==> src/hw/rtl/lpr_pkg.sv <==
// Shared types and constants of the linear phase rotator.
// No dependencies; used by every module of the block.
package lpr_pkg;

  localparam int GUARD_BITS    = 16;
  localparam int CORDIC_STEPS  = 20;
  localparam int ROUND_SHIFT   = GUARD_BITS - 1;
  localparam int TURN_BITS     = 32;
  localparam int LEN_BITS      = 17;
  localparam int CFG_BITS      = 32;
  localparam int GAIN_BITS     = 31;
  localparam logic [GAIN_BITS-1:0] INV_GAIN = 31'd1304065748;
  localparam logic [LEN_BITS-1:0] LEN_RESET = 17'd1024;

  // atan(2^-k) in 2^-32 turn units
  localparam logic [TURN_BITS-1:0] ATAN_TURNS [CORDIC_STEPS] = '{
    32'h20000000, 32'h12E4051E, 32'h09FB385B, 32'h051111D4, 32'h028B0D43,
    32'h0145D7E1, 32'h00A2F61E, 32'h00517C55, 32'h0028BE53, 32'h00145F2F,
    32'h000A2F98, 32'h000517CC, 32'h00028BE6, 32'h000145F3, 32'h0000A2FA,
    32'h0000517D, 32'h000028BE, 32'h0000145F, 32'h00000A30, 32'h00000518
  };

  typedef enum logic [0:0] {
    REG_PHASE_STEP  = 1'b0,
    REG_BEAM_LENGTH = 1'b1
  } lpr_reg_t;

  // control carried alongside each word down the chain
  typedef struct packed {
    logic valid;
    logic last;
  } lpr_tag_t;

endpackage

==> src/hw/rtl/lpr_scale.sv <==
// Gain removal: magnitude, split multiply by the inverse CORDIC gain, round and saturate.
// Three registered steps, the last one is the output register. Depends on lpr_pkg.
module lpr_scale #(
  parameter int SAMPLE_BITS = 16,
  parameter int W           = 35
) (
  input  logic                          clk,
  input  logic                          rst_n,
  input  lpr_pkg::lpr_tag_t             tag_i,
  input  logic signed [W-1:0]           x_i,
  input  logic signed [W-1:0]           y_i,
  output logic                          ready_o,
  output lpr_pkg::lpr_tag_t             tag_o,
  output logic signed [SAMPLE_BITS-1:0] out_i,
  output logic signed [SAMPLE_BITS-1:0] out_q,
  input  logic                          ready_i
);

  localparam int LO  = 32;
  localparam int GB  = lpr_pkg::GAIN_BITS;
  localparam int MW  = (W + 1 > LO + 1) ? W + 1 : LO + 1;
  localparam int PLW = LO + GB;
  localparam int PHW = MW - LO + GB;
  localparam int TW  = PHW + 1;
  localparam int RS  = lpr_pkg::ROUND_SHIFT;

  lpr_pkg::lpr_tag_t      t1_r, t2_r, t3_r, t1_nxt, t2_nxt, t3_nxt;
  logic                   r1, r2, r3;

  logic [MW-1:0]          mi_r, mq_r;
  logic                   ni1_r, nq1_r;
  logic [PLW-1:0]         pli_r, plq_r;
  logic [PHW-1:0]         phi_r, phq_r;
  logic                   ni2_r, nq2_r;
  logic signed [SAMPLE_BITS-1:0] oi_r, oq_r;

  logic signed [MW-1:0]   xe, ye;
  logic [MW-1:0]          mi, mq;
  logic signed [SAMPLE_BITS-1:0] oi_nxt, oq_nxt;

  // round(m * gain / 2^(31+guard)), ties away from zero, then clamp
  function automatic logic [SAMPLE_BITS-1:0] finish(input logic [PLW-1:0] pl,
                                                     input logic [PHW-1:0] ph,
                                                     input logic neg);
    logic [TW-1:0] t, r, hi;
    logic [SAMPLE_BITS-1:0] v;
    t  = TW'(pl[PLW-1:LO]) + TW'(ph);
    r  = (t + (TW'(1) << (RS - 1))) >> RS;
    hi = (TW'(1) << (SAMPLE_BITS - 1)) - TW'(1);
    if (!neg) begin
      v = (r > hi) ? SAMPLE_BITS'(hi) : SAMPLE_BITS'(r);
    end else if (r > hi + TW'(1)) begin
      v = {1'b1, {(SAMPLE_BITS-1){1'b0}}};
    end else begin
      v = -SAMPLE_BITS'(r);
    end
    return v;
  endfunction

  assign r3      = !t3_r.valid || ready_i;
  assign r2      = !t2_r.valid || r3;
  assign r1      = !t1_r.valid || r2;
  assign ready_o = r1;

  always_comb begin
    xe     = MW'(x_i);
    ye     = MW'(y_i);
    mi     = xe[MW-1] ? unsigned'(-xe) : unsigned'(xe);
    mq     = ye[MW-1] ? unsigned'(-ye) : unsigned'(ye);
    oi_nxt = signed'(finish(pli_r, phi_r, ni2_r));
    oq_nxt = signed'(finish(plq_r, phq_r, nq2_r));
    t1_nxt = r1 ? tag_i : t1_r;
    t2_nxt = r2 ? t1_r : t2_r;
    t3_nxt = r3 ? t2_r : t3_r;
  end

  always_ff @(posedge clk) begin
    if (!rst_n) begin
      t1_r <= '0;
      t2_r <= '0;
      t3_r <= '0;
    end else begin
      t1_r <= t1_nxt;
      t2_r <= t2_nxt;
      t3_r <= t3_nxt;
    end
  end

  always_ff @(posedge clk) begin
    if (r1 && tag_i.valid) begin
      mi_r  <= mi;
      mq_r  <= mq;
      ni1_r <= x_i[W-1];
      nq1_r <= y_i[W-1];
    end
    if (r2 && t1_r.valid) begin
      pli_r <= PLW'(mi_r[LO-1:0] * lpr_pkg::INV_GAIN);
      plq_r <= PLW'(mq_r[LO-1:0] * lpr_pkg::INV_GAIN);
      phi_r <= PHW'(mi_r[MW-1:LO] * lpr_pkg::INV_GAIN);
      phq_r <= PHW'(mq_r[MW-1:LO] * lpr_pkg::INV_GAIN);
      ni2_r <= ni1_r;
      nq2_r <= nq1_r;
    end
    if (r3 && t2_r.valid) begin
      oi_r <= oi_nxt;
      oq_r <= oq_nxt;
    end
  end

  assign tag_o = t3_r;
  assign out_i = oi_r;
  assign out_q = oq_r;

endmodule

==> config.mk <==
export PLATFORM = sky130hd
export DESIGN_NAME = lpr_scale
export DESIGN_NICKNAME = d
export VERILOG_FILES = /design/src/hw/rtl/lpr_pkg.sv /design/src/hw/rtl/lpr_scale.sv
export SDC_FILE = /design/constraint.sdc
export NUM_CORES = 2
export LEC_CHECK = 0
export BUFFER_PORTS_ARGS = -buffer_cell sky130_fd_sc_hd__buf_2
export CORE_ASPECT_RATIO = 2
export CORE_MARGIN = 2
export CORE_UTILIZATION = 45
export CTS_CLUSTER_DIAMETER = 60
export CTS_CLUSTER_SIZE = 40
export DETAILED_ROUTE_END_ITERATION = 8
export GPL_TIMING_DRIVEN = 1
export PLACE_DENSITY = 0.67
export SYNTH_ARGS = -nofsm -noshare
export SYNTH_HDL_FRONTEND = slang
export SYNTH_SLANG_ARGS = --single-unit
export TNS_END_PERCENT = 50
==> constraint.sdc <==
create_clock -name clk -period 12.7 [get_ports clk]
set_clock_uncertainty 0.05 [all_clocks]
set_input_delay 2.54 -clock clk [delete_from_list [all_inputs] [get_ports clk]]
set_output_delay 2.54 -clock clk [all_outputs]
set_load 0.03 [all_outputs]
==> impl_metrics.csv <==
group,metric,value,unit
timing,grt_setup_unrepaired,"no",
min_path,worstHoldPathType,"reg -> reg",
final_layout,final_layout_size_suffix_gt1_frac,0.0426,
grt,gr-total-overflow,0,
timing,setup_viol,0,
logic_synthesis,synth_cells,4765,
cts,cts_buffers,25,
floorplan,core.rowCount,173,
placement,port_buffers,109,
worst_setup_path,crit_arrival,9670,ps
cts,cts_hold_buf,0,
cts,root_buffer,"clkbuf_16",
cts,post_cts_buffers,0,
worst_setup_path,r2r_cells,25,
floorplan,core-area,111000,um2
routing,ant_nets,0,
logic_synthesis,synth.avg_cell_area,10.5,um2
grt,grt_pass1_vias,39000,
logic_synthesis,synthSimpleGateAreaFrac,0.0484,
timing,maxSlewViolCount,0,
grt,globalRouteTotalUtil,0.268,
floorplan,pin_count,110,
timing,period_needed,9330,ps
run,maxCapViolCount,0,
worst_setup_path,timing.rr.start,"mq_r[9]",
floorplan,die_x,240,um
min_path,min_to,"ni2_r",
timing,worst_pin_slew,1020,ps
logic_synthesis,synth_compound_area_frac,0.0668,
routing,wl,148,mm
logic_synthesis,synth_seq_cells,238,
worst_setup_path,r2r-end,"plq_r[62]",
routing,wl_met3,4.78,mm
timing,fmax,107,MHz
logic_synthesis,yosys.area_share.xor_xnor,0.0349,
logic_synthesis,synth.area.top_cells,"fa_1, ha_1, edfxtp_1, inv_1, xnor2_1",
routing,drc,0,
worst_setup_path,critPathMaxFanout,6,
logic_synthesis,yosysMostFrequentCell,"inv_1",
final_layout,syn_to_final_growth,6.70,%
worst_setup_path,crit_type,"reg -> reg",
timing,tns,0,ps
floorplan,die_h,476,um
logic_synthesis,synthArstFlopShare,0,
routing,vias,33800,
worst_setup_path,endpoint_kind,"flip-flop",
worst_setup_path,cp.required,13040,ps
routing,avgRoutedWirePerCell,23.1,um
logic_synthesis,seq_area_frac_synth,0.141,
final_layout,multi_input_area,37300,um2
timing,period_share,0.735,
cts,clock_sinks,238,
placement,pre_cts_slack,3330,ps
worst_setup_path,r2r_slack,3370,ps
status,status,"finished clean",
min_path,holdPathStages,0,
routing,firstDrtPassIters,6,
floorplan,die-area,114000,um2
logic_synthesis,syn_area,50200,um2
logic_synthesis,synthFlopType,"edfxtp_1",
placement,hpwlAfterDp,132,mm
cts,post_cts_resized,0,
routing,wl_met2,84.0,mm
final_layout,nets,6775,
routing,drt_iter0_drc,1387,
cts,cts_max_path_buffers,3,
logic_synthesis,synthMuxAreaShare,0.00140,
placement,gp_congestion,1.05,
final_layout,fillCellCount,10400,
floorplan,start_util,0.453,
logic_synthesis,synthAdderAreaFrac,0.591,
timing,fin_ws,3370,ps
final_layout,regArea,7090,um2
logic_synthesis,synth_edf_count,232,
grt,grt_antenna_before_repair,7,
routing,avgViaCountPerCell,5.28,
logic_synthesis,ys_warn_count,0,
logic_synthesis,synth.distinct_cells,82,
min_path,min_from,"ni1_r",
routing,route.top_layer_used,"met5",
logic_synthesis,yosys.area.top_type_share,0.370,
grt,grt_max_degree,71,
worst_setup_path,start_kind,"flip-flop",
cts,tritoncts,"yes",
routing,wl_met1,42.1,mm
cts,clk_latency,630,ps
timing,finalHoldViolations,0,
grt,grt_pass1_wl,223,mm
cts,clkSlewWorstSetupHoldPaths,90,ps
logic_synthesis,yosys.area.top_type,"fa_1",
cts,htreeDepth,1,
logic_synthesis,ys_top_cells_by_count,"inv_1, fa_1, ha_1",
logic_synthesis,synth_top_family_by_area,"adder cells",
timing,maxSlewHeadroom,0.317,
kinds of logic (layout without fill, tap and decap cells):
| family | after synthesis | after routing |
|---|---|---|
| fa+ha+maj | 1814 | 1814 |
| mux | 7 | 7 |
| compound gates | 491 | 491 |
| simple gates | 474 | 474 |
| buf+inv | 1540 | 1679 |
| flops | 238 | 238 |
| other cells | 1 | 7 |
| xor+xnor | 200 | 200 |
stage by stage:
stage	area, um2	utilization	hold slack, ps	instances
4_1_cts	53500	0.483	437	6392
5_1_grt	53500	0.483	456	6393
3_5_place_dp	52600	0.475	425	6346
6_report	53500	0.483	430	6397
2_1_floorplan	50200	-	350	4766
3_3_place_gp	52600	0.474	411	6346
cell usage in the layout (no fill, tap or decap), types with 11 or more instances in the layout:
master and n:
inv_1 1503, fa_1 928, ha_1 886, edfxtp_1 232
xnor2_1 154, nor2_1 120, a21oi_1 109, buf_2 109
nand2_1 91, o21ai_0 85, a21o_1 72, nor3_1 52
xor2_1 46, nand3_1 34, a211oi_1 29, clkbuf_16 25
or3_1 22, nor2b_1 21, o31ai_1 21, nand4_1 20
buf_4 20, nand2b_1 18, o21a_1 17, and3_1 16
a31oi_1 16, o211ai_1 16, or4_1 15, o21bai_1 13
or2_2 11, a221oi_1 11, nor4_1 11
worst max-delay path, stage by stage (launching register included):
cell and delay (ps):
edfxtp_1 750, inv_1 350, fa_1 520, fa_1 510, inv_1 60, fa_1 510
fa_1 660, fa_1 460, fa_1 470, fa_1 550, inv_1 70, fa_1 550
inv_1 70, ha_1 300, and4_1 210, nand2_1 70, or4_1 510, a31o_2 270
a2111oi_1 480, buf_4 220, o21ai_1 80, a31oi_1 400, nand3_1 180, a31oi_1 360
nor4_1 100, a311o_1 320
how the worst max path moves through the flow:
stage / start / endpoint / slack (ps) / cells past startpoint
3_5_place_dp: mq_r[9] / plq_r[62] / 3330 / 25
3_3_place_gp: mq_r[7] / plq_r[62] / 3340 / 27
5_1_grt: mq_r[7] / plq_r[62] / 3080 / 27
4_1_cts: mq_r[9] / plq_r[62] / 3350 / 25
6_report: mq_r[9] / plq_r[62] / 3370 / 25
2_1_floorplan: mq_r[8] / plq_r[62] / 4650 / 26
registers in the layout (all words and copies together) (netlist names):
signal and flops:
mi_r 36, ni2_r 1, ni1_r 1, t2_r 2, out_q 16, nq2_r 1
out_i 16, phq_r 33, tag_o 2, phi_r 33, t1_r 2, nq1_r 1
plq_r 29, mq_r 36, pli_r 29
final cells by class:
type | instances | area share
antenna | 5 | 0.000234
clock buffer | 25 | 0.0117
clock inverter | 21 | 0.00528
inverter | 1504 | 0.105
multi-input combinational | 2988 | 0.697
sequential | 238 | 0.132
tap | 1487 | 0.0348
timing repair buffer | 129 | 0.0130
layer usage:
metal | global-route usage | up-vias
met4 | 0.247 | 4
met1 | 0.223 | 17100
met2 | 0.530 | 895
met3 | 0.0288 | 563
li1 | - | 15200
met5 | 0 | -
Power is not shown: default switching activity piles up to over one toggle a cycle in this logic, so the estimate is an artifact.
