<file path="src/hw/rtl/lpr_pkg.sv">
// Shared types and constants of the linear phase rotator.
// No dependencies; used by every module of the block.
package lpr_pkg;

  localparam int GUARD_BITS    = 16;
  localparam int CORDIC_STEPS  = 20;
  localparam int ROUND_SHIFT   = GUARD_BITS - 1;
  localparam int TURN_BITS     = 32;
  localparam int LEN_BITS      = 17;
  localparam int CFG_BITS      = 32;
  localparam int GAIN_BITS     = 31;
  localparam logic [GAIN_BITS-1:0] INV_GAIN = 31'd1304065748;
  localparam logic [LEN_BITS-1:0] LEN_RESET = 17'd1024;

  // atan(2^-k) in 2^-32 turn units
  localparam logic [TURN_BITS-1:0] ATAN_TURNS [CORDIC_STEPS] = '{
    32'h20000000, 32'h12E4051E, 32'h09FB385B, 32'h051111D4, 32'h028B0D43,
    32'h0145D7E1, 32'h00A2F61E, 32'h00517C55, 32'h0028BE53, 32'h00145F2F,
    32'h000A2F98, 32'h000517CC, 32'h00028BE6, 32'h000145F3, 32'h0000A2FA,
    32'h0000517D, 32'h000028BE, 32'h0000145F, 32'h00000A30, 32'h00000518
  };

  typedef enum logic [0:0] {
    REG_PHASE_STEP  = 1'b0,
    REG_BEAM_LENGTH = 1'b1
  } lpr_reg_t;

  // control carried alongside each word down the chain
  typedef struct packed {
    logic valid;
    logic last;
  } lpr_tag_t;

endpackage

</file>
<file path="src/hw/rtl/lpr_front.sv">
// Front cell: config registers, beam counter, phase accumulator and quadrant pre-rotation.
// Depends on lpr_pkg.
module lpr_front #(
  parameter int SAMPLE_BITS = 16,
  parameter int PHASE_BITS  = 32,
  parameter int COUNT_BITS  = 16,
  parameter int W           = 35,
  parameter int ZW          = 33
) (
  input  logic                          clk,
  input  logic                          rst_n,
  input  logic                          cfg_we,
  input  logic [0:0]                    cfg_index,
  input  logic [lpr_pkg::CFG_BITS-1:0]  cfg_data,
  input  logic                          in_valid,
  input  logic signed [SAMPLE_BITS-1:0] in_i,
  input  logic signed [SAMPLE_BITS-1:0] in_q,
  output logic                          ready_o,
  output lpr_pkg::lpr_tag_t             tag_o,
  output logic signed [W-1:0]           x_o,
  output logic signed [W-1:0]           y_o,
  output logic signed [ZW-1:0]          z_o,
  input  logic                          ready_i
);

  localparam int LW = (COUNT_BITS + 1 > lpr_pkg::LEN_BITS) ? COUNT_BITS + 1
                                                           : lpr_pkg::LEN_BITS;
  localparam int TB = lpr_pkg::TURN_BITS;

  logic [PHASE_BITS-1:0]        step_r, step_nxt;
  logic [lpr_pkg::LEN_BITS-1:0] len_r, len_nxt;
  logic [COUNT_BITS-1:0]        count_r, count_nxt;
  logic [PHASE_BITS-1:0]        phase_r, phase_nxt;
  lpr_pkg::lpr_tag_t            tag_r, tag_nxt;
  logic signed [W-1:0]          x_r, y_r;
  logic signed [ZW-1:0]         z_r;

  logic                         take;
  logic                         last;
  logic [LW-1:0]                cnt_inc, len_w, cap, eff;
  logic [TB-1:0]                z32, zq, d;
  logic [1:0]                   quad;
  logic signed [SAMPLE_BITS:0]  xe, ye, xp, yp;

  assign ready_o = !tag_r.valid || ready_i;
  assign take    = in_valid && ready_o;

  // beam end: length 0 acts as 1, length above 2^COUNT_BITS is capped
  always_comb begin
    cnt_inc = LW'(count_r) + LW'(1);
    len_w   = LW'(len_r);
    cap     = LW'(1) << COUNT_BITS;
    if (len_w == '0) begin
      eff = LW'(1);
    end else if (len_w > cap) begin
      eff = cap;
    end else begin
      eff = len_w;
    end
    last = (cnt_inc >= eff);
  end

  always_comb begin
    step_nxt  = step_r;
    len_nxt   = len_r;
    count_nxt = count_r;
    phase_nxt = phase_r;
    if (cfg_we) begin
      unique case (lpr_pkg::lpr_reg_t'(cfg_index))
        lpr_pkg::REG_PHASE_STEP:  step_nxt = cfg_data[PHASE_BITS-1:0];
        lpr_pkg::REG_BEAM_LENGTH: len_nxt  = cfg_data[lpr_pkg::LEN_BITS-1:0];
        default: ;
      endcase
    end
    if (take) begin
      if (last) begin
        count_nxt = '0;
        phase_nxt = '0;
      end else begin
        count_nxt = count_r + COUNT_BITS'(1);
        phase_nxt = phase_r + step_r;
      end
    end
  end

  // nearest quarter turn applied exactly, remainder goes to the CORDIC
  always_comb begin
    z32  = TB'(phase_r) << (TB - PHASE_BITS);
    zq   = z32 + 32'h2000_0000;
    quad = zq[TB-1:TB-2];
    d    = z32 - {quad, {(TB-2){1'b0}}};
    xe   = (SAMPLE_BITS+1)'(in_i);
    ye   = (SAMPLE_BITS+1)'(in_q);
    unique case (quad)
      2'd1: begin
        xp = -ye;
        yp = xe;
      end
      2'd2: begin
        xp = -xe;
        yp = -ye;
      end
      2'd3: begin
        xp = ye;
        yp = -xe;
      end
      default: begin
        xp = xe;
        yp = ye;
      end
    endcase
  end

  always_comb begin
    tag_nxt = tag_r;
    if (ready_o) begin
      tag_nxt.valid = in_valid;
      tag_nxt.last  = last;
    end
  end

  always_ff @(posedge clk) begin
    if (!rst_n) begin
      step_r  <= '0;
      len_r   <= lpr_pkg::LEN_RESET;
      count_r <= '0;
      phase_r <= '0;
      tag_r   <= '0;
    end else begin
      step_r  <= step_nxt;
      len_r   <= len_nxt;
      count_r <= count_nxt;
      phase_r <= phase_nxt;
      tag_r   <= tag_nxt;
    end
  end

  always_ff @(posedge clk) begin
    if (take) begin
      x_r <= W'(xp) <<< lpr_pkg::GUARD_BITS;
      y_r <= W'(yp) <<< lpr_pkg::GUARD_BITS;
      z_r <= ZW'(signed'(d));
    end
  end

  assign tag_o = tag_r;
  assign x_o   = x_r;
  assign y_o   = y_r;
  assign z_o   = z_r;

endmodule

</file>
<file path="config.mk">
export PLATFORM = sky130hd
export DESIGN_NAME = lpr_front
export DESIGN_NICKNAME = d
export VERILOG_FILES = /design/src/hw/rtl/lpr_pkg.sv /design/src/hw/rtl/lpr_front.sv
export SDC_FILE = /design/constraint.sdc
export NUM_CORES = 1
export LEC_CHECK = 0
export CORE_MARGIN = 3
export CORE_UTILIZATION = 30
export DETAILED_ROUTE_END_ITERATION = 6
export DONT_BUFFER_PORTS = 1
export MAX_ROUTING_LAYER = met4
export PLACE_DENSITY = 0.47
export SKIP_LAST_GASP = 1
export SLEW_MARGIN = 20
export SYNTH_ARGS = -nofsm -noshare
export SYNTH_HDL_FRONTEND = slang
export SYNTH_SLANG_ARGS = --single-unit
</file>
<file path="constraint.sdc">
create_clock -name clk -period 8.8 [get_ports clk]
set_clock_uncertainty 0.2 [all_clocks]
set_input_delay 1.76 -clock clk [delete_from_list [all_inputs] [get_ports clk]]
set_output_delay 1.76 -clock clk [all_outputs]
set_load 0.01 [all_outputs]
</file>
==> impl_metrics.yaml, run 1 <==
logic_synthesis:
  synthArstFlopShare_pct: 0
  synth_edf_count: 66
  synth_top_family_by_area: "simple AND/OR/NAND/NOR gates"
  ys_ff_latch: 165
  synthTopCellsByArea: "dfxtp_1 (22%), edfxtp_1 (22%), nand2_1 (7.5%)"
  netlist_instances: 1053
  yosysUniqueCellTypes: 62
  synth_top_area_share_pct: 21.52
  synthTopCellsByCount: "nand2_1 (185), a21oi_1 (134), nor2_1 (100)"
  synth_compound_area_share_pct: 15.39
  synthAdderAreaFrac_pct: 7.417
  muxShareOfSynthArea_pct: 1.250
  yosysTopAreaCell: "dfxtp_1"
  ys_seq_area_share_pct: 43.04
  synth_simple_gate_area_share_pct: 18.75
  yosys_warnings: 0
  post_synth_xor_area_fraction_pct: 8.368
  netlist_area_um2: 9210
  yosysMostFrequentCell: "nand2_1"
  synth_top_flop_cell: "dfxtp_1"
  syn_avg_cell_area_um2: 8.747
finish:
  layout-drive-gt1-share_pct: 5.390
  final_core_util_pct: 33.49
  nNetsFinal: 1150
  antenna_cells: 0
  synthToLayoutAreaGrowth_pct: 8.912
  layoutNonFillerInstCount: 1429
global_routing:
  grt_pass1_wl_mm: 37.50
  grt_pass1_vias: 6940
  grt.total_usage_pct: 14.58
  overflow: 0
  antenna_found_initial: 0
  grt_start_max_net_pins: 79
drt:
  wl_mm: 23.23
  drt-vias-per-instance: 4.903
  vias: 7006
  ant_nets: 0
  drt_iter0_drc: 367
  first_pass_iters: 6
  avgRoutedWirePerCell_um: 16.26
  drc: 0
floorplanning:
  io_pins: 176
  die_h_um: 181.2
  die_w_um: 181.2
  core_um2: 29950
  start_util_pct: 30.75
  die_area_um2: 32840
  rows: 63
critical_path:
  critPathCapture: "phase_r[26]"
  startpoint: "count_r[0]"
  timing.rr.start: "count_r[0]"
  crit_buf_inv: 0
  critPathCaptureType: "flip-flop"
  worstSetupStartpointType: "flip-flop"
  r2r_cells: 15
  r2r-end: "phase_r[26]"
  slowest_stage: "nor2_2"
  critPathKind: "reg -> reg"
  cp_data_required_time_ps: 8950
  path_cells: "ha_1 -> and3_1 -> and3_1 -> and3_1 -> xor2_1 -> ha_1 -> a21o_1 -> a21o_1 -> a21oi_1 -> nor2b_1 -> o21ai_0 -> a32oi_2 -> nor2_2 -> nand2_1 -> o21ai_0"
  critPathTopFamily: "simple AND/OR/NAND/NOR gates"
  worst_path_most_repeated_cell: "and3_1"
  cp.arrival_ps: 4410
  worstSetupPathDepth: 15
  cp_slowest_stage_delay_ps: 770
  path_max_fanout: 19
  reg2reg_slack_ps: 4540
cts:
  htree_num_levels: 4
  ctsResizeCount: 0
  clock_sinks: 165
  cts_buffers: 17
  clk_pin_slew_worst_paths_ps: 70
  cts_tree: "built"
  hold_buffers: 0
  clock_latency_ps: 430
  postCtsSetupBuffers: 0
  root_buffer: "clkbuf_16"
  clockBufferDepth: 2
place:
  dp.cells: 1397
  portBuffers: 0
  place_congestion: 0.8051
  dpl.hpwl_mm: 16.76
pwr:
  p_total_w: 0.001835
  vdd_drop_max_v: 0.0001205
  leakagePower_nw: 3.958
  powerDensity_nw_per_um2: 182.9
sta:
  max_slew_margin_pct: 32.40
  rsz0062_at_grt: "false"
  fin_crit_ps: 4262
  tns_ps: 0
  min_period_over_period_pct: 48.43
  hold_violations: 0
  max_freq_ghz: 0.2346
  holdWs_ps: 261.9
  setup_violations: 0
  worst_pin_slew_ps: 1014
  finalMaxSlewViolations: 0
worst_hold_path:
  hold_depth: 2
  min_path_type: "reg -> reg"
run_status:
  status: "finished, final reports clean"
run:
  cap_violations: 0
==> layer usage <==
layer  vias to the layer above  share of wire (%)  global-route usage (%)
met2                       168                 45                   22.57
met4                         0                1.5                   3.900
li1                       3549                  -                       -
met5                         -                  0                       -
met1                      3267                 45                   18.24
met3                        22                7.8                   4.993
==> worst register-to-register path: stages, from the launching register on <==
cell and delay [ps]:
dfxtp_1 390, ha_1 240, and3_1 280, and3_1 260
and3_1 260, xor2_1 180, ha_1 270, a21o_1 180
a21o_1 170, a21oi_1 130, nor2b_1 50, o21ai_0 190
a32oi_2 160, nor2_2 770, nand2_1 230, o21ai_0 200
==> where the power goes <==
part | internal (W) | switching [W] | leakage [nW] | total [W]
Sequential | 0.000850 | 0.0000421 | 1.46 | 0.000892
Clock | 0.000427 | 0.000310 | 0.290 | 0.000737
Combinational | 0.0000762 | 0.000129 | 2.21 | 0.000206
==> kinds of logic (layout without fill, tap and decap cells) <==
| kind of cell | Yosys count | in the layout |
|---|---|---|
| AND/OR/NAND/NOR | 393 | 393 |
| buffers and inverters | 102 | 57 |
| AO/OA/AOI/OAI | 241 | 241 |
| flip-flops | 165 | 165 |
| multiplexers | 9 | 9 |
| adder cells (fa/ha/maj) | 54 | 54 |
| XOR/XNOR | 88 | 88 |
| other | 1 | 32 |
==> cell type report <==
class                   instances  area (µm²)
clock inverters                 6       36.28
repair buffers                  6       45.04
flip-flops and latches        165        3964
inverters                      19       72.57
fillers                      3135       19920
well taps                     390       488.0
multi-input cells             817        4882
clock buffers                  26       543.0
==> placed cells by master, fill, tap and decap left out, drive strengths merged, types with 3 or more instances in the layout <==
cell type    n
a211oi       6
a21o        14
a21oi      137
a22oi        8
a31oi        5
and2         7
and3        17
buf          6
clkbuf      26
clkinv       5
conb        32
dfxtp       99
edfxtp      66
ha          53
inv         20
mux2i        7
nand2      185
nand2b       5
nand3       13
nand3b      11
nand4        5
nor2       100
nor2b        4
nor3        29
nor3b        3
nor4         5
o21a         3
o21ai       44
o21bai       3
o31ai        3
or3          4
xnor2       52
xor2        36
==> state kept, by name (all words and copies together) (netlist names) <==
name     cells
count_r     16
tag_o        2
x_o         17
len_r       17
step_r      32
y_o         17
phase_r     32
z_o         32
==> per-stage QoR <==
stage               area, µm²  worst slack, ps
floorplan                9326             3772
global placement         9440             4083
detailed placement       9440             4039
CTS                     10020             4434
global route            10030             4229
finish                  10030             4538
==> worst min path at each step <==
stage | from | to | slack [ps]
final | step_r[11] | step_r[11] | 260
after detailed placement | step_r[28] | step_r[28] | 260
after global placement | phase_r[2] | z_o[2] | 250
after CTS | step_r[18] | step_r[18] | 270
after floorplan | phase_r[20] | z_o[20] | 230
after global routing | step_r[18] | step_r[18] | 280
(Power assumes the default switching activity.)
==> run 2, diff against run 1 <==
--- a/config.mk
+++ b/config.mk
@@ -5,12 +5,13 @@
 export SDC_FILE = /design/constraint.sdc
 export NUM_CORES = 1
 export LEC_CHECK = 0
+export ABC_AREA = 1
 export CORE_MARGIN = 3
 export CORE_UTILIZATION = 30
 export DETAILED_ROUTE_END_ITERATION = 6
 export DONT_BUFFER_PORTS = 1
 export MAX_ROUTING_LAYER = met4
-export PLACE_DENSITY = 0.47
+export PLACE_DENSITY = 0.48
 export SKIP_LAST_GASP = 1
 export SLEW_MARGIN = 20
 export SYNTH_ARGS = -nofsm -noshare
==> constraint.sdc (replaced) <==
create_clock -name clk -period 3.55 [get_ports clk]
set_clock_uncertainty 0.2 [all_clocks]
set_input_delay 0.71 -clock clk [delete_from_list [all_inputs] [get_ports clk]]
set_output_delay 0.71 -clock clk [all_outputs]
set_load 0.01 [all_outputs]
==> impl_metrics.yaml, run 2 <==
global_routing:
  overflow: 0
  grt_pass1_wl_mm: 46.69
  grt_start_max_net_pins: 53
  grt_pass1_vias: 8806
  antenna_found_initial: 0
  grt.total_usage_pct: 16.65
cts:
  clockBufferDepth: 2
  htree_num_levels: 4
  root_buffer: "clkbuf_16"
  clk_pin_slew_worst_paths_ps: 70
  cts_tree: "built"
  clock_sinks: 165
  clock_latency_ps: 450
  cts_buffers: 17
critical_path:
  slowest_stage: "dfxtp_2"
  cp.arrival_ps: 3380
  worstSetupStartpointType: "flip-flop"
  critPathTopFamily: "simple AND/OR/NAND/NOR gates"
  r2r-end: "phase_r[26]"
  cp_data_required_time_ps: 3710
  path_max_fanout: 12
  reg2reg_slack_ps: 330
  cp_slowest_stage_delay_ps: 370
  timing.rr.start: "count_r[0]"
  path_cells: "ha_1 -> nand3_1 -> nor2_2 -> nand2_2 -> nor2_2 -> nand2_2 -> xnor2_2 -> ha_1 -> nand2_1 -> nor2_1 -> and2_1 -> nand3b_1 -> nand4_1 -> nor2_4 -> buf_12 -> buf_12 -> nand3_1 -> a21oi_1"
  critPathKind: "reg -> reg"
  critPathCaptureType: "flip-flop"
  r2r_cells: 18
  crit_buf_inv: 2
pwr:
  leakagePower_nw: 5.380
  powerDensity_nw_per_um2: 425.7
  power.share.switching_pct: 29.75
  vdd_drop_max_v: 0.0003364
  combPwrFrac_pct: 13.9
  internal_power_w: 0.003389
  p_seq_share_pct: 46.9
  p_switching_w: 0.001436
  p_total_w: 0.004825
  pwr-share-clk_pct: 39.2
drt:
  ant_nets: 0
  vias: 8938
  drt-vias-per-instance: 4.624
  drt_iter0_drc: 558
  first_pass_iters: 5
  drc: 0
  wl_mm: 30.06
  avgRoutedWirePerCell_um: 15.55
sta:
  max_slew_margin_pct: 53.44
  finalMaxSlewViolations: 0
  setup_violations: 0
  min_period_over_period_pct: 90.57
  hold_violations: 0
  fin_crit_ps: 3215
  max_freq_ghz: 0.3110
  worst_pin_slew_ps: 695.8
  tns_ps: 0
finish:
  nNetsFinal: 1596
  layout_common_cells: "nand2_1 (453), inv_1 (190), nor2_1 (169)"
  synthToLayoutAreaGrowth_pct: 9.713
  fillers: 3675
  layout_commonest_cell: "nand2_1"
  antenna_cells: 0
  layout-drive-gt1-share_pct: 5.118
worst_hold_path:
  whs_endpoint: "len_r[10]"
  hold_depth: 1
  hold_start: "rst_n"
  min_path_type: "in -> reg"
floorplanning:
  start_util_pct: 30.66
  core_um2: 33700
  die_w_um: 191.6
  die_area_um2: 36700
  die_h_um: 191.6
  io_pins: 176
  rows: 67
place:
  portBuffers: 0
  place_congestion: 0.8838
  dpl.hpwl_mm: 21.68
logic_synthesis:
  synth_top_area_share_pct: 19.18
  synthTopCellsByCount: "nand2_1 (453), inv_1 (190), nor2_1 (173)"
  yosys_warnings: 0
  ys_ff_latch: 165
  synthTopCellsByArea: "dfxtp_1 (19%), edfxtp_1 (19%), nand2_1 (16%)"
  yosysUniqueCellTypes: 41
  netlist_area_um2: 10330
  yosysTopAreaCell: "dfxtp_1"
  synth_edf_count: 66
  netlist_instances: 1482
  synthArstFlopShare_pct: 0
  yosysMostFrequentCell: "nand2_1"
  ys_seq_area_share_pct: 38.37
  synth_top_flop_cell: "dfxtp_1"
  syn_avg_cell_area_um2: 6.971
run:
  cap_violations: 0
run_status:
  status: "finished, final reports clean"
run 2: stage by stage:
step | instances | setup WS [ps] | utilization (%) | hold slack [ps] | cell area, µm²
after global routing | 1933 | -1.110 | 33.63 | 132.5 | 11330
after CTS | 1929 | 250.4 | 33.37 | 128.2 | 11240
after detailed placement | 1897 | 287.5 | 31.62 | 251.5 | 10660
after global placement | 1897 | 430.7 | 31.62 | 255.3 | 10660
after floorplan | 1513 | 665.0 | - | 234.5 | 10460
final | 1933 | 334.9 | 33.63 | 159.7 | 11330
run 2: area by class of cell:
class	instances	area (µm²)	share of cell area, %
tap	448	560.5	4.945
sequential	165	3965	34.98
clock inverter	12	98.84	0.8721
clock buffer	20	489.2	4.316
multi-input combinational	1079	5309	46.84
timing repair buffer	17	191.4	1.689
inverter	192	720.7	6.358
run 2: worst max path at each step:
stage                    start           to  slack (ps)  cells past startpoint
global route        count_r[0]  phase_r[26]          -1                     20
CTS                 count_r[0]  phase_r[26]         250                     17
floorplan             in_valid  phase_r[14]         660                      7
detailed placement  count_r[0]  phase_r[26]         290                     17
finish              count_r[0]  phase_r[26]         330                     18
global placement    count_r[0]  phase_r[26]         430                     18
run 2: routing by layer:
metal  vias to the layer above  global-route usage [%]  wire length, µm
met5                         -                       -                0
met4                         0                   4.488              401
met3                        25                   3.231             1350
met2                       192                   27.60            14060
met1                      4062                   20.83            14240
li1                       4659                       -                -
run 2: kinds of logic (layout without fill, tap and decap cells):
logic type,after synthesis,count (layout),share of synthesized area [%]
buffers and inverters,269,241,11.57
AND/OR/NAND/NOR,779,779,31.19
AO/OA/AOI/OAI,177,177,8.950
other,1,32,0.03630
XOR/XNOR,37,37,3.282
flip-flops,165,165,38.37
adder cells (fa/ha/maj),54,54,6.613
run 2: repair_timing:
item,4_1_cts,5_1_grt
buffers inserted,0,1
hold buffers,0,0
endpoints found under the setup margin,0,29
gates resized for setup,0,3
run 2: power by group through the flow:
stage / Clock [W] / Sequential [W] / Combinational [W]
3_3_place_gp: 0 / 0.00231 / 0.000639
5_1_grt: 0.00202 / 0.00228 / 0.000772
4_1_cts: 0.00196 / 0.00227 / 0.000646
6_report: 0.00189 / 0.00226 / 0.000669
3_5_place_dp: 0 / 0.00231 / 0.000642
2_1_floorplan: 0 / 0.00227 / 0.000537
run 2: worst register-to-register path, delay by kind of cell (launching register included):
kind	cells	cell delay, ps
AO/OA/AOI/OAI	1	130
XOR/XNOR	1	150
adder cells (fa/ha/maj)	2	530
buffers and inverters	2	300
flip-flops	1	370
AND/OR/NAND/NOR	12	1470
