**config.mk**
```make
export PLATFORM = sky130hd
export DESIGN_NAME = lpr_cordic_cell
export DESIGN_NICKNAME = d
export VERILOG_FILES = /design/src/hw/rtl/lpr_pkg.sv /design/src/hw/rtl/lpr_cordic_cell.sv
export SDC_FILE = /design/constraint.sdc
export NUM_CORES = 1
export LEC_CHECK = 0
export BUFFER_PORTS_ARGS = -buffer_cell sky130_fd_sc_hd__buf_2
export CAP_MARGIN = 20
export CORE_AREA = 2 2 139 141
export CTS_CLUSTER_DIAMETER = 30
export DETAILED_ROUTE_END_ITERATION = 8
export DIE_AREA = 0 0 141 143
export PLACE_DENSITY = 0.84
export SLEW_MARGIN = 30
export SYNTH_ARGS = -nofsm -noshare
export SYNTH_HDL_FRONTEND = slang
export SYNTH_SLANG_ARGS = --single-unit
```
**constraint.sdc**
```tcl
create_clock -name clk -period 3.4 [get_ports clk]
set_input_delay 0.34 -clock clk [delete_from_list [all_inputs] [get_ports clk]]
set_output_delay 0.34 -clock clk [all_outputs]
set_load 0.01 [all_outputs]
```
**src/hw/rtl/lpr_pkg.sv**
```systemverilog
// Shared types and constants of the linear phase rotator.
// No dependencies; used by every module of the block.
package lpr_pkg;

  localparam int GUARD_BITS    = 16;
  localparam int CORDIC_STEPS  = 20;
  localparam int ROUND_SHIFT   = GUARD_BITS - 1;
  localparam int TURN_BITS     = 32;
  localparam int LEN_BITS      = 17;
  localparam int CFG_BITS      = 32;
  localparam int GAIN_BITS     = 31;
  localparam logic [GAIN_BITS-1:0] INV_GAIN = 31'd1304065748;
  localparam logic [LEN_BITS-1:0] LEN_RESET = 17'd1024;

  // atan(2^-k) in 2^-32 turn units
  localparam logic [TURN_BITS-1:0] ATAN_TURNS [CORDIC_STEPS] = '{
    32'h20000000, 32'h12E4051E, 32'h09FB385B, 32'h051111D4, 32'h028B0D43,
    32'h0145D7E1, 32'h00A2F61E, 32'h00517C55, 32'h0028BE53, 32'h00145F2F,
    32'h000A2F98, 32'h000517CC, 32'h00028BE6, 32'h000145F3, 32'h0000A2FA,
    32'h0000517D, 32'h000028BE, 32'h0000145F, 32'h00000A30, 32'h00000518
  };

  typedef enum logic [0:0] {
    REG_PHASE_STEP  = 1'b0,
    REG_BEAM_LENGTH = 1'b1
  } lpr_reg_t;

  // control carried alongside each word down the chain
  typedef struct packed {
    logic valid;
    logic last;
  } lpr_tag_t;

endpackage

```
**src/hw/rtl/lpr_cordic_cell.sv**
```systemverilog
// One CORDIC micro-rotation cell of the chain, registered at its output.
// Depends on lpr_pkg for the arctangent table and the word tag.
module lpr_cordic_cell #(
  parameter int W    = 35,
  parameter int ZW   = 33,
  parameter int STEP = 0
) (
  input  logic                 clk,
  input  logic                 rst_n,
  input  lpr_pkg::lpr_tag_t    tag_i,
  input  logic signed [W-1:0]  x_i,
  input  logic signed [W-1:0]  y_i,
  input  logic signed [ZW-1:0] z_i,
  output logic                 ready_o,
  output lpr_pkg::lpr_tag_t    tag_o,
  output logic signed [W-1:0]  x_o,
  output logic signed [W-1:0]  y_o,
  output logic signed [ZW-1:0] z_o,
  input  logic                 ready_i
);

  lpr_pkg::lpr_tag_t    tag_r, tag_nxt;
  logic signed [W-1:0]  x_r, y_r, x_nxt, y_nxt, sx, sy;
  logic signed [ZW-1:0] z_r, z_nxt, angle;

  assign ready_o = !tag_r.valid || ready_i;
  assign angle   = signed'(ZW'(lpr_pkg::ATAN_TURNS[STEP]));

  always_comb begin
    sx = x_i >>> STEP;
    sy = y_i >>> STEP;
    if (!z_i[ZW-1]) begin
      x_nxt = x_i - sy;
      y_nxt = y_i + sx;
      z_nxt = z_i - angle;
    end else begin
      x_nxt = x_i + sy;
      y_nxt = y_i - sx;
      z_nxt = z_i + angle;
    end
    tag_nxt = ready_o ? tag_i : tag_r;
  end

  always_ff @(posedge clk) begin
    if (!rst_n) begin
      tag_r <= '0;
    end else begin
      tag_r <= tag_nxt;
    end
  end

  always_ff @(posedge clk) begin
    if (ready_o && tag_i.valid) begin
      x_r <= x_nxt;
      y_r <= y_nxt;
      z_r <= z_nxt;
    end
  end

  assign tag_o = tag_r;
  assign x_o   = x_r;
  assign y_o   = y_r;
  assign z_o   = z_r;

endmodule

```
==> results of run 1 <==
logic make-up (layout without fill, tap and decap cells):
| logic type | Yosys count | after routing | synth area share [%] |
|---|---|---|---|
| buffers and inverters | 151 | 401 | 7.944 |
| muxes | 13 | 13 | 1.404 |
| other | 0 | 1 | 0 |
| and+or+nand+nor | 246 | 246 | 12.76 |
| adders and majority gates | 110 | 110 | 15.03 |
| DFF | 104 | 104 | 33.17 |
| xor gates and xnor gates | 68 | 68 | 6.366 |
| AOI/OAI and AO/OA | 330 | 330 | 23.33 |
cell usage after synthesis (all sizes together), types with 16 or more instances:
master	count
a21oi	119
ha	106
edfxtp	102
inv	102
nor2	83
o21ai	63
nand2	51
xnor2	51
clkbuf	25
nor3	25
buf	20
a211oi	19
a21o	17
o21bai	17
xor2	17
nand2b	16
final cells by class:
class | instances | area share [%]
tap | 234 | 2.621
sequential | 104 | 27.78
clock inverter | 6 | 0.4368
clock buffer | 10 | 2.050
multi-input combinational | 767 | 49.34
inverter | 106 | 3.663
antenna | 1 | 0.02240
timing repair buffer | 279 | 14.09
metrics by stage:
stage	util [%]	hold WS [ns]	setup TNS (ns)	power (mW)
after floorplan	-	0.4389	0	2.699
after global placement	58.61	0.4550	0	3.248
after detailed placement	58.61	0.4748	-0.2703	3.271
after CTS	60.11	0.1404	0	4.297
after global routing	60.12	0.1374	0	4.503
final	60.12	0.1477	0	4.303
critical path, stage by stage:
cell and delay (ns):
buf_2 0.11, ha_1 0.18, inv_1 0.06, fa_1 0.40
o21ba_1 0.21, o311ai_1 0.25, buf_4 0.18, nand4_1 0.20
a211oi_2 0.23, buf_4 0.17, a211oi_2 0.06, o21ai_1 0.29
a2111o_1 0.28, a41oi_2 0.16, xnor2_1 0.19
path summary, 6_finish.rpt:
check	from	to	slack [ns]
worst max-delay path	y_i[0]	x_o[34]	0.18
worst min-delay path	z_i[28]	z_o[28]	0.15
worst max register to register	tag_o[1]	y_o[12]	1.49
worst min register to register	tag_o[0]	tag_o[0]	0.48
flip-flops by register name, indices dropped and copies added, names as in the netlist:
| signal | cells |
|---|---|
| tag_o | 2 |
| z_o | 33 |
| x_o | 34 |
| y_o | 35 |
layer usage:
layer / vias up / GRT usage, % / wire (um)
met4: 0 / 9.474 / 870
met1: 4103 / 35.97 / 12180
met3: 62 / 3.655 / 1921
li1: 4159 / - / -
met5: - / 0 / 0
met2: 423 / 46.73 / 13260
where the power goes:
part / internal (mW) / total, mW / switching (mW)
clock: 0.507 / 1.02 / 0.515
sequential: 1.61 / 1.65 / 0.0350
combinational: 0.651 / 1.63 / 0.981
total: 2.77 / 4.30 / 1.53
==> results.md, run 1 <==
- Post-cts sizing count: 0
- VDD IR-drop max: 0.2553 mV
- Count of pins over their slew limit: 0
- Area grow syn2layout: 19.41%
- Die Width: 141 um
- TritonCTS buffer count: 9
- TritonCTS clock tree: done
- Area of the multi-input gates: 5512 um2
- Commonest non-fill, non-tap cells in the layout: buf_2, a21oi_1, ha_1
- # H-tree levels: 3
- Routed vias: 8747
- Drt pass-1 iters: 6
- Tot GR Track Use: 27.40%
- Nets: 1485
- Fmax: between 300 and 400 MHz
- WL final: 28.22 mm
- Worst setup margin: 0.1846 ns
- # hold bufs at CTS: 0
- Clock Pin Slew Worst Setup and Hold Paths: 0.08 ns
- Net count after synthesis: 1240
- Largest net degree at the start of global routing: 93
- Vias per Instance: approximately 5.8
- Register area share after synthesis: 33.17%
- Total grt overflow: 0
- Synth Flop Type: edfxtp_1
- Initial Utilization: between 50 and 60%
- Asr flop ratio synth: 0%
- Post-route DRC violation count: 0
- Synth area leaders: edfxtp_1, ha_1, a21oi_1
- Placed Instances: 1490
- Min Tclk post-route: 3.215 ns
- RSZ-0062 raised after global routing: no
- Setup crit start kind: input pin
- Layout cell share with drive strength beyond 1: 26.34%
- Die ar.: 20160 um2
- Filler cells: 1623
- Synth warnings: 0
- Number of synthesized flops with an enable pin: about 100
- Post-Syn Instances: 1022
- DP Worst Slack: -0.1014 ns
- Clk root buf: clkbuf_16
- Vias in the first global route: 8464
- Wirelength per Cell: 18.73 um
- Max Cap Viol: 0
- Setup bufs post-CTS: 0
- Hold Path Stages: 1
- Clock skew: ~0.013 ns
- Syn_area_per_cell: 9.154 um2
- Fin crit share: 94.57%
- Placed instance area: 10890 um2
- Num ports: 214
- Initial antenna violation count: 1
- Routed Antenna Nets: 0
- Critical Path Fanout Max: 4
- Leakage Power: around 5 nW
- Routability Congestion: 0.9815
- Yosys reg bits: 104
- WP data arrival: 3.32 ns
- Dpl hpwl: 22.32 mm
- Post-layout instance count excluding filler cells: 1507
- Die span in y: 143 um
- Row count: 50
- Post-Syn Area: 9355 um2
- Slew of the pin with the lowest slew margin: 0.9774 ns
- Dominant cell type by area after synthesis: edfxtp_1
- Core ar.: 18580 um2
- Critical path class: in2reg
- Clock latency on the worst-skew pair: 0.37 ns
- Hold Fails Final Rpt: 0
- Synth top area share: 32.74%
- Global-route wire length before repair: around 44 mm
- Clock Path Buffers: 2
- CP Data Required Time: ~3.5 ns
- Min-Delay Path Class: in2reg
- Sequential Area: 3103 um2
- Port bufs: 213
- Crit end category: register
- Finish-stage setup viols: 0
- R2R depth: 4
- Netlist cell types: 89
- Max-Slew Margin vs Limit: about a third
- DRT iter0 DRCs: 897
- Clk sinks: approximately 100
- Post-route cell area: 11170 um2
- Pwr dens: ~390 nW/um2
- Outcome: finished clean
- Most common cell after layout, fill and taps aside: buf_2
No activity file was read; power rests on OpenSTA's default activity.
==> run 2, diff against run 1 <==
--- a/config.mk
+++ b/config.mk
@@ -11,6 +11,7 @@
 export CTS_CLUSTER_DIAMETER = 30
 export DETAILED_ROUTE_END_ITERATION = 8
 export DIE_AREA = 0 0 141 143
+export GPL_TIMING_DRIVEN = 0
 export PLACE_DENSITY = 0.84
 export SLEW_MARGIN = 30
 export SYNTH_ARGS = -nofsm -noshare
==> run 2 against run 1 <==
  * Worst hold slack worse by 0.00098 ns
  * Register-to-register slack better by 0.46 ns
  * Die area unchanged
  * Count of clock-buffer cells in the layout unchanged
  * Wire length up 0.81%
  * Clock skew down 0.0034 ns
  * Clock power about the same
  * Critical endpoint unchanged
==> results.md, run 2 (synthesized netlist as in run 1, its figures left out) <==
- WP data arrival: 3.38 ns (+0.06 ns)
- Vias per Instance: 5.902 (+1.7%)
- WL final: 28.45 mm (+0.81%)
- Hold Fails Final Rpt: 0 (unchanged)
- Clock Path Buffers: 2 (unchanged)
- Critical Path Fanout Max: 4 (unchanged)
- Routability Congestion: 0.9900 (+0.87%)
- Post-layout util: 59.80% (-0.32 points)
- DP Worst Slack: -0.5305 ns (-0.4291 ns)
- Wirelength per Cell: 19.07 um (+1.8%)
- Fmax: 304.9 MHz (-2.0%)
- Max reg flops: 35 (unchanged)
- Slowest cell on crit path: fa_1
- Die ar.: 20160 um2 (unchanged)
- Worst setup margin: 0.1199 ns (-0.06469 ns)
- Tot GR Track Use: 27.80% (+0.40 points)
- Total grt overflow: 0 (unchanged)
- CP Data Required Time: 3.50 ns (about the same)
- TritonCTS clock tree: done
- Clk root buf: clkbuf_16
- Placed Instances: 1471 (-1.3%)
- Leakage Power: 4.919 nW (-2.1%)
- Die Width: 141 um (unchanged)
- Logic pwr share: 37.5% (-0.4 points)
- Placed instance area: 10760 um2 (-1.2%)
- Largest net degree at the start of global routing: 55 (-41%)
- VDD IR-drop max: 0.2411 mV (-5.6%)
- Nets: 1469 (-1.1%)
- Count of pins over their slew limit: 0 (unchanged)
- Pwr dens: 384.9 nW/um2 (about the same)
- Post-Route M1 WL: 12.12 mm (-0.49%)
- Row count: 50 (unchanged)
- Commonest non-fill, non-tap cells in the layout: buf_2, a21oi_1, ha_1
- Num ports: 214 (unchanged)
- Min Tclk post-route: 3.280 ns (+0.06469 ns)
- Clock latency on the worst-skew pair: 0.37 ns (about the same)
- Met2 routed wirelength: 13.03 mm (-1.7%)
- Worst r2r src: tag_o[1]
- DRT iter0 DRCs: 881 (-1.8%)
- Outcome: finished clean
- Filler cells: 1654 (+1.9%)
- Hold_sp: z_i[5]
- Clock skew: 0.009252 ns (-0.003399 ns)
- Port bufs: 213 (unchanged)
- Clock power frac: 24.0% (+0.3 points)
- Core ar.: 18580 um2 (unchanged)
- # hold bufs at CTS: 0 (unchanged)
- Met3 routed WL: 2.418 mm (+26%)
- # H-tree levels: 3 (unchanged)
- Internal: 2.744 mW (-1.0%)
- TritonCTS buffer count: 9 (unchanged)
- Finish-stage setup viols: 0 (unchanged)
- RSZ-0062 raised after global routing: no
- R2R depth: 4 (unchanged)
- Crit-path cells: buf_2 -> inv_1 -> fa_1 -> o21ba_1 -> o311ai_2 -> nand4_1 -> buf_4 -> a211oi_4 -> a211oi_2 -> o21ai_2 -> a2111o_1 -> a41oi_2 -> xnor2_1
- Routed Antenna Nets: 0 (unchanged)
- Post-layout instance count excluding filler cells: 1492 (-1.0%)
- Tot Pwr: 4.277 mW (-0.60%)
- Post-route DRC violation count: 0 (unchanged)
- Drt pass-1 iters: 5 (-1)
- Routed vias: 8806 (+0.67%)
- Initial antenna violation count: 1 (unchanged)
- Max incr delay on CP: 0.47 ns (+0.07 ns)
- Min-Delay Path Class: in2reg
- Clk sinks: 104 (unchanged)
- Reg2reg end: x_o[14]
- Hold Path Stages: 1 (unchanged)
- Net Sw Power: 1.533 mW (+0.16%)
- Max-Slew Margin vs Limit: 40.55% (+5.7 points)
- Max layer used: met4
- Initial Utilization: 50.35% (unchanged)
- Fin crit share: 96.47% (+1.9 points)
- Vias in the first global route: 8463 (-0.012%)
- Clock Pin Slew Worst Setup and Hold Paths: 0.08 ns (about the same)
- Flop pwr share: 38.5% (+0.2 points)
- Worst Hold End: z_o[5]
- Slew of the pin with the lowest slew margin: 0.8692 ns (-0.1082 ns)
- Max Cap Viol: 0 (unchanged)
- Global-route wire length before repair: 43.98 mm (+0.87%)
- Post-route cell area: 11110 um2 (-0.53%)
- Most common cell after layout, fill and taps aside: buf_2
- Critical path class: in2reg
- Setup crit start kind: input pin
- Die span in y: 143 um (unchanged)
- Flop-to-flop setup slack: 1.95 ns (+0.46 ns)
- Dpl hpwl: 22.33 mm (about the same)
- Sw Share: 35.84% (+0.27 points)
- Crit end category: register
- Area grow syn2layout: 18.78%
- Layout cell share with drive strength beyond 1: 24.52% (-1.8 points)
run 2: cell types whose count changed in the layout (fill, tap and decap cells not counted), moves of 2 or more:
cell      delta
buf_6        +4
buf_2        +9
o311ai_2     +2
o311ai_1     -2
clkbuf_8    +10
buf_4       -57
inv_6        -2
clkbuf_1    +13
buf_1        +2
run 2: metrics by stage:
stage / setup TNS, ns / hold WS [ns]
after global placement: -4.526 / 0.4557
after CTS: 0 / 0.1399
after global routing: 0 / 0.1388
after floorplan: 0 / 0.4389
final: 0 / 0.1467
after detailed placement: -5.533 / 0.4796
run 2: power groups by stage:
stage	sequential [mW]	combinational (mW)	clock, mW
finish	1.64	1.60	1.03
global route	1.66	1.74	1.09
CTS	1.65	1.57	1.04
detailed placement	1.67	1.55	0
global placement	1.68	1.52	0
floorplan	1.76	0.938	0
run 2: worst max-delay path by stage:
| stage | from | to | slack [ns] | cells after the start |
|---|---|---|---|---|
| global placement | x_i[0] | x_o[34] | -0.49 | 13 |
| detailed placement | x_i[1] | x_o[34] | -0.53 | 12 |
| CTS | x_i[1] | x_o[34] | 0.009 | 13 |
| global route | x_i[1] | x_o[34] | 0.01 | 13 |
| floorplan | x_i[0] | x_o[34] | 0.50 | 12 |
| finish | x_i[1] | x_o[34] | 0.12 | 13 |
run 2: per-layer routing:
metal,vias up,global-route usage [%]
met5,-,0
met2,456,45.13
met3,81,3.957
met1,4139,37.91
met4,0,10.42
li1,4130,-
run 2: area by class of cell:
class / count / area [um2] / area share [%]
antenna: 2 / 5.005 / 0.04504
timing repair buffer: 218 / 1136 / 10.22
inverter: 106 / 409.1 / 3.682
multi-input combinational: 767 / 5549 / 49.94
clock buffer: 10 / 229.0 / 2.061
buffer: 45 / 334.1 / 3.006
clock inverter: 6 / 53.80 / 0.4842
sequential: 104 / 3103 / 27.92
tap: 234 / 292.8 / 2.635
run 2: critical path: cells and delay by family:
family | cells | cell delay, ns
AOI/OAI and AO/OA | 7 | 1.75
xor gates and xnor gates | 1 | 0.18
adders and majority gates | 1 | 0.47
buffers and inverters | 3 | 0.47
and+or+nand+nor | 1 | 0.15
run 2: repair_timing:
action,CTS,global route
resized for setup,1,5
pin swaps,2,3
cloned,0,0
buffers inserted,3,0
setup endpoints to repair,7,12
==> run 3, diff against run 2 <==
--- a/config.mk
+++ b/config.mk
@@ -7,12 +7,12 @@
 export LEC_CHECK = 0
 export BUFFER_PORTS_ARGS = -buffer_cell sky130_fd_sc_hd__buf_2
 export CAP_MARGIN = 20
-export CORE_AREA = 2 2 139 141
+export CORE_AREA = 2 2 133 135
 export CTS_CLUSTER_DIAMETER = 30
 export DETAILED_ROUTE_END_ITERATION = 8
-export DIE_AREA = 0 0 141 143
+export DIE_AREA = 0 0 135 137
 export GPL_TIMING_DRIVEN = 0
-export PLACE_DENSITY = 0.84
+export PLACE_DENSITY = 0.87
 export SLEW_MARGIN = 30
 export SYNTH_ARGS = -nofsm -noshare
 export SYNTH_HDL_FRONTEND = slang
==> constraint.sdc (replaced) <==
create_clock -name clk -period 3.05 [get_ports clk]
set_input_delay 0.305 -clock clk [delete_from_list [all_inputs] [get_ports clk]]
set_output_delay 0.305 -clock clk [all_outputs]
set_load 0.01 [all_outputs]
==> run 3 against run 2 <==
  * Total power grew 13%
  * Count of clock-buffer cells in the layout is the same
  * Worst hold slack lost 0.028 ns
  * Clock power rose by 12%
  * First-iteration DRC count down 6.1%
  * Combinational power grew 16%
  * Setup slack got worse by 0.094 ns
  * Largest cell class unchanged
==> results.md, run 3 (synthesized netlist as in run 1, its figures left out) <==
- Die ar.: 18500 um2 (-8.3%)
- Hold Fails Final Rpt: 0 (unchanged)
- Post-route cell area: 11250 um2 (+1.3%)
- Net Sw Power: 1.747 mW (+14%)
- Worst setup margin: 0.02622 ns (-0.09366 ns)
- Pwr dens: 429.6 nW/um2 (+12%)
- Area of the multi-input gates: 5672 um2 (+2.2%)
- Fin crit share: 99.14%
- Tot GR Track Use: 30.50% (+2.7 points)
- Global-route wire length before repair: 43.65 mm (-0.75%)
- Critical Path Fanout Max: 4 (unchanged)
- Most common cell after layout, fill and taps aside: buf_2
- Port bufs: 213 (unchanged)
- Max reg flops: 35 (unchanged)
- Max-Slew Margin vs Limit: 38.86% (-1.7 points)
- Crit end category: register
- Slew of the pin with the lowest slew margin: 0.9101 ns (+0.04090 ns)
- DP Worst Slack: -0.7677 ns (-0.2372 ns)
- Post-layout util: 65.96% (+6.2 points)
- Logic pwr share: 38.2% (+0.7 points)
- TritonCTS clock tree: done
- Sequential Area: 3103 um2 (unchanged)
- Setup crit start kind: input pin
- Die Width: 135 um (-4.3%)
- CP Data Required Time: 3.15 ns (-0.35 ns)
- Wirelength per Cell: 19.63 um (+2.9%)
- Vias per Instance: 5.985 (+1.4%)
- DRT iter0 DRCs: 827 (-6.1%)
- Filler cells: 1438 (-13%)
- Row count: 48 (-4.0%)
- Clock latency on the worst-skew pair: 0.36 ns (about the same)
- Largest net degree at the start of global routing: 54 (-1.8%)
- Commonest non-fill, non-tap cells in the layout: buf_2, a21oi_1, ha_1
- Drt pass-1 iters: 7 (+2)
- Clk sinks: 104 (unchanged)
- Placed instance area: 10730 um2 (-0.29%)
- Critical path class: in2reg
- Flop pwr share: 38.0% (-0.5 points)
- Total grt overflow: 0 (unchanged)
- WL final: 29.10 mm (+2.3%)
- Clock Path Buffers: 2 (unchanged)
- Internal: 3.087 mW (+12%)
- Core ar.: 17060 um2 (-8.2%)
- Initial antenna violation count: 0 (-1)
- Fmax: 330.7 MHz
- Routability Congestion: 0.9951 (+0.52%)
- Routed Antenna Nets: 0 (unchanged)
- Area grow syn2layout: 20.26%
- Outcome: finished clean
- Min-Delay Path Class: in2reg
- WP data arrival: 3.12 ns (-0.26 ns)
- ANT cells: 0 (-2)
- Initial Utilization: 54.85% (+4.5 points)
- Min Tclk post-route: 3.024 ns
- Finish-stage setup viols: 0 (unchanged)
- Vias in the first global route: 8209 (-3.0%)
- Leakage Power: 4.975 nW (+1.1%)
- Max Cap Viol: 0 (unchanged)
- Nets: 1471 (+0.14%)
- # hold bufs at CTS: 0 (unchanged)
- Sw Share: 36.14% (+0.30 points)
- Clock Pin Slew Worst Setup and Hold Paths: 0.08 ns (about the same)
- Routed vias: 8876 (+0.79%)
- Count of pins over their slew limit: 0 (unchanged)
- Layout cell share with drive strength beyond 1: 25.99% (+1.5 points)
- Clock skew: 0.01194 ns (+0.002687 ns)
- # H-tree levels: 3 (unchanged)
- Tot Pwr: 4.834 mW (+13%)
- TritonCTS buffer count: 9 (unchanged)
- RSZ-0062 raised after global routing: yes
- Clk root buf: clkbuf_16
- Post-route DRC violation count: 0 (unchanged)
- VDD IR-drop max: 0.3129 mV (+30%)
- Num ports: 214 (unchanged)
- Die span in y: 137 um (-4.2%)
- Clock power frac: 23.8% (-0.2 points)
- Dpl hpwl: 22.85 mm (+2.4%)
## run 3: cell count changes in the layout (fill, tap and decap cells not counted), sizes merged
| cell | delta |
|---|---|
| clkinvlp | -3 |
| diode | -2 |
| inv | +3 |
| clkbuf | +1 |
| buf | +1 |
## run 3: per-stage QoR
| step | cells | hold WS (ns) | TNS [ns] |
|---|---|---|---|
| final | 1483 | 0.1188 | 0 |
| after global routing | 1483 | 0.1089 | -0.01991 |
| after CTS | 1480 | 0.1114 | -0.01549 |
| after detailed placement | 1461 | 0.4687 | -12.29 |
| after global placement | 1460 | 0.4536 | -11.94 |
| after floorplan | 1022 | 0.4039 | 0 |
## run 3: per-layer routing
metal / wire (um) / up-vias / GRT usage, %
met1: 12110 / 4181 / 41.52
met5: 0 / - / 0
li1: - / 4133 / -
met2: 13780 / 504 / 51.21
met3: 2526 / 58 / 3.704
met4: 689 / 0 / 8.912
## run 3: worst paths after layout
kind | from | to | slack [ns] | cells after the start
max | y_i[0] | x_o[34] | 0.03 | 14
min | z_i[14] | z_o[14] | 0.12 | 1
max reg2reg | tag_o[1] | y_o[11] | 1.20 | 4
min reg2reg | tag_o[0] | tag_o[0] | 0.47 | 2
## run 3: cell type report
class,instances,share of cell area [%]
well taps,225,2.502
flip-flops and latches,104,27.58
plain buffers,45,3.003
inverters,106,3.659
clock inverters,6,0.5116
repair buffers,220,10.30
multi-input cells,767,50.41
clock buffers,10,2.035
## run 3: critical path, stage by stage
cell and delay, ns:
buf_8 0.08, ha_4 0.15, inv_4 0.04, fa_2 0.40
o21ba_4 0.22, o311ai_4 0.24, nand4_1 0.16, buf_6 0.16
a211oi_4 0.34, a211oi_2 0.14, o21ai_2 0.26, a2111o_1 0.27
a41oi_2 0.17, xnor2_1 0.18
## run 3: timing repair
item / 4_1_cts / 5_1_grt
pin swaps: 10 / 13
hold endpoints to repair: 0 / 0
setup buffers: 3 / 3
gates resized for setup: 16 / 25
endpoints found under the setup margin: 17 / 19
## run 3: power by group through the flow
stage	combinational, mW	clock [mW]	sequential [mW]
after floorplan	1.05	0	1.96
after global placement	1.71	0	1.87
after detailed placement	1.74	0	1.87
after CTS	1.77	1.16	1.84
after global routing	1.98	1.22	1.85
final	1.85	1.15	1.84
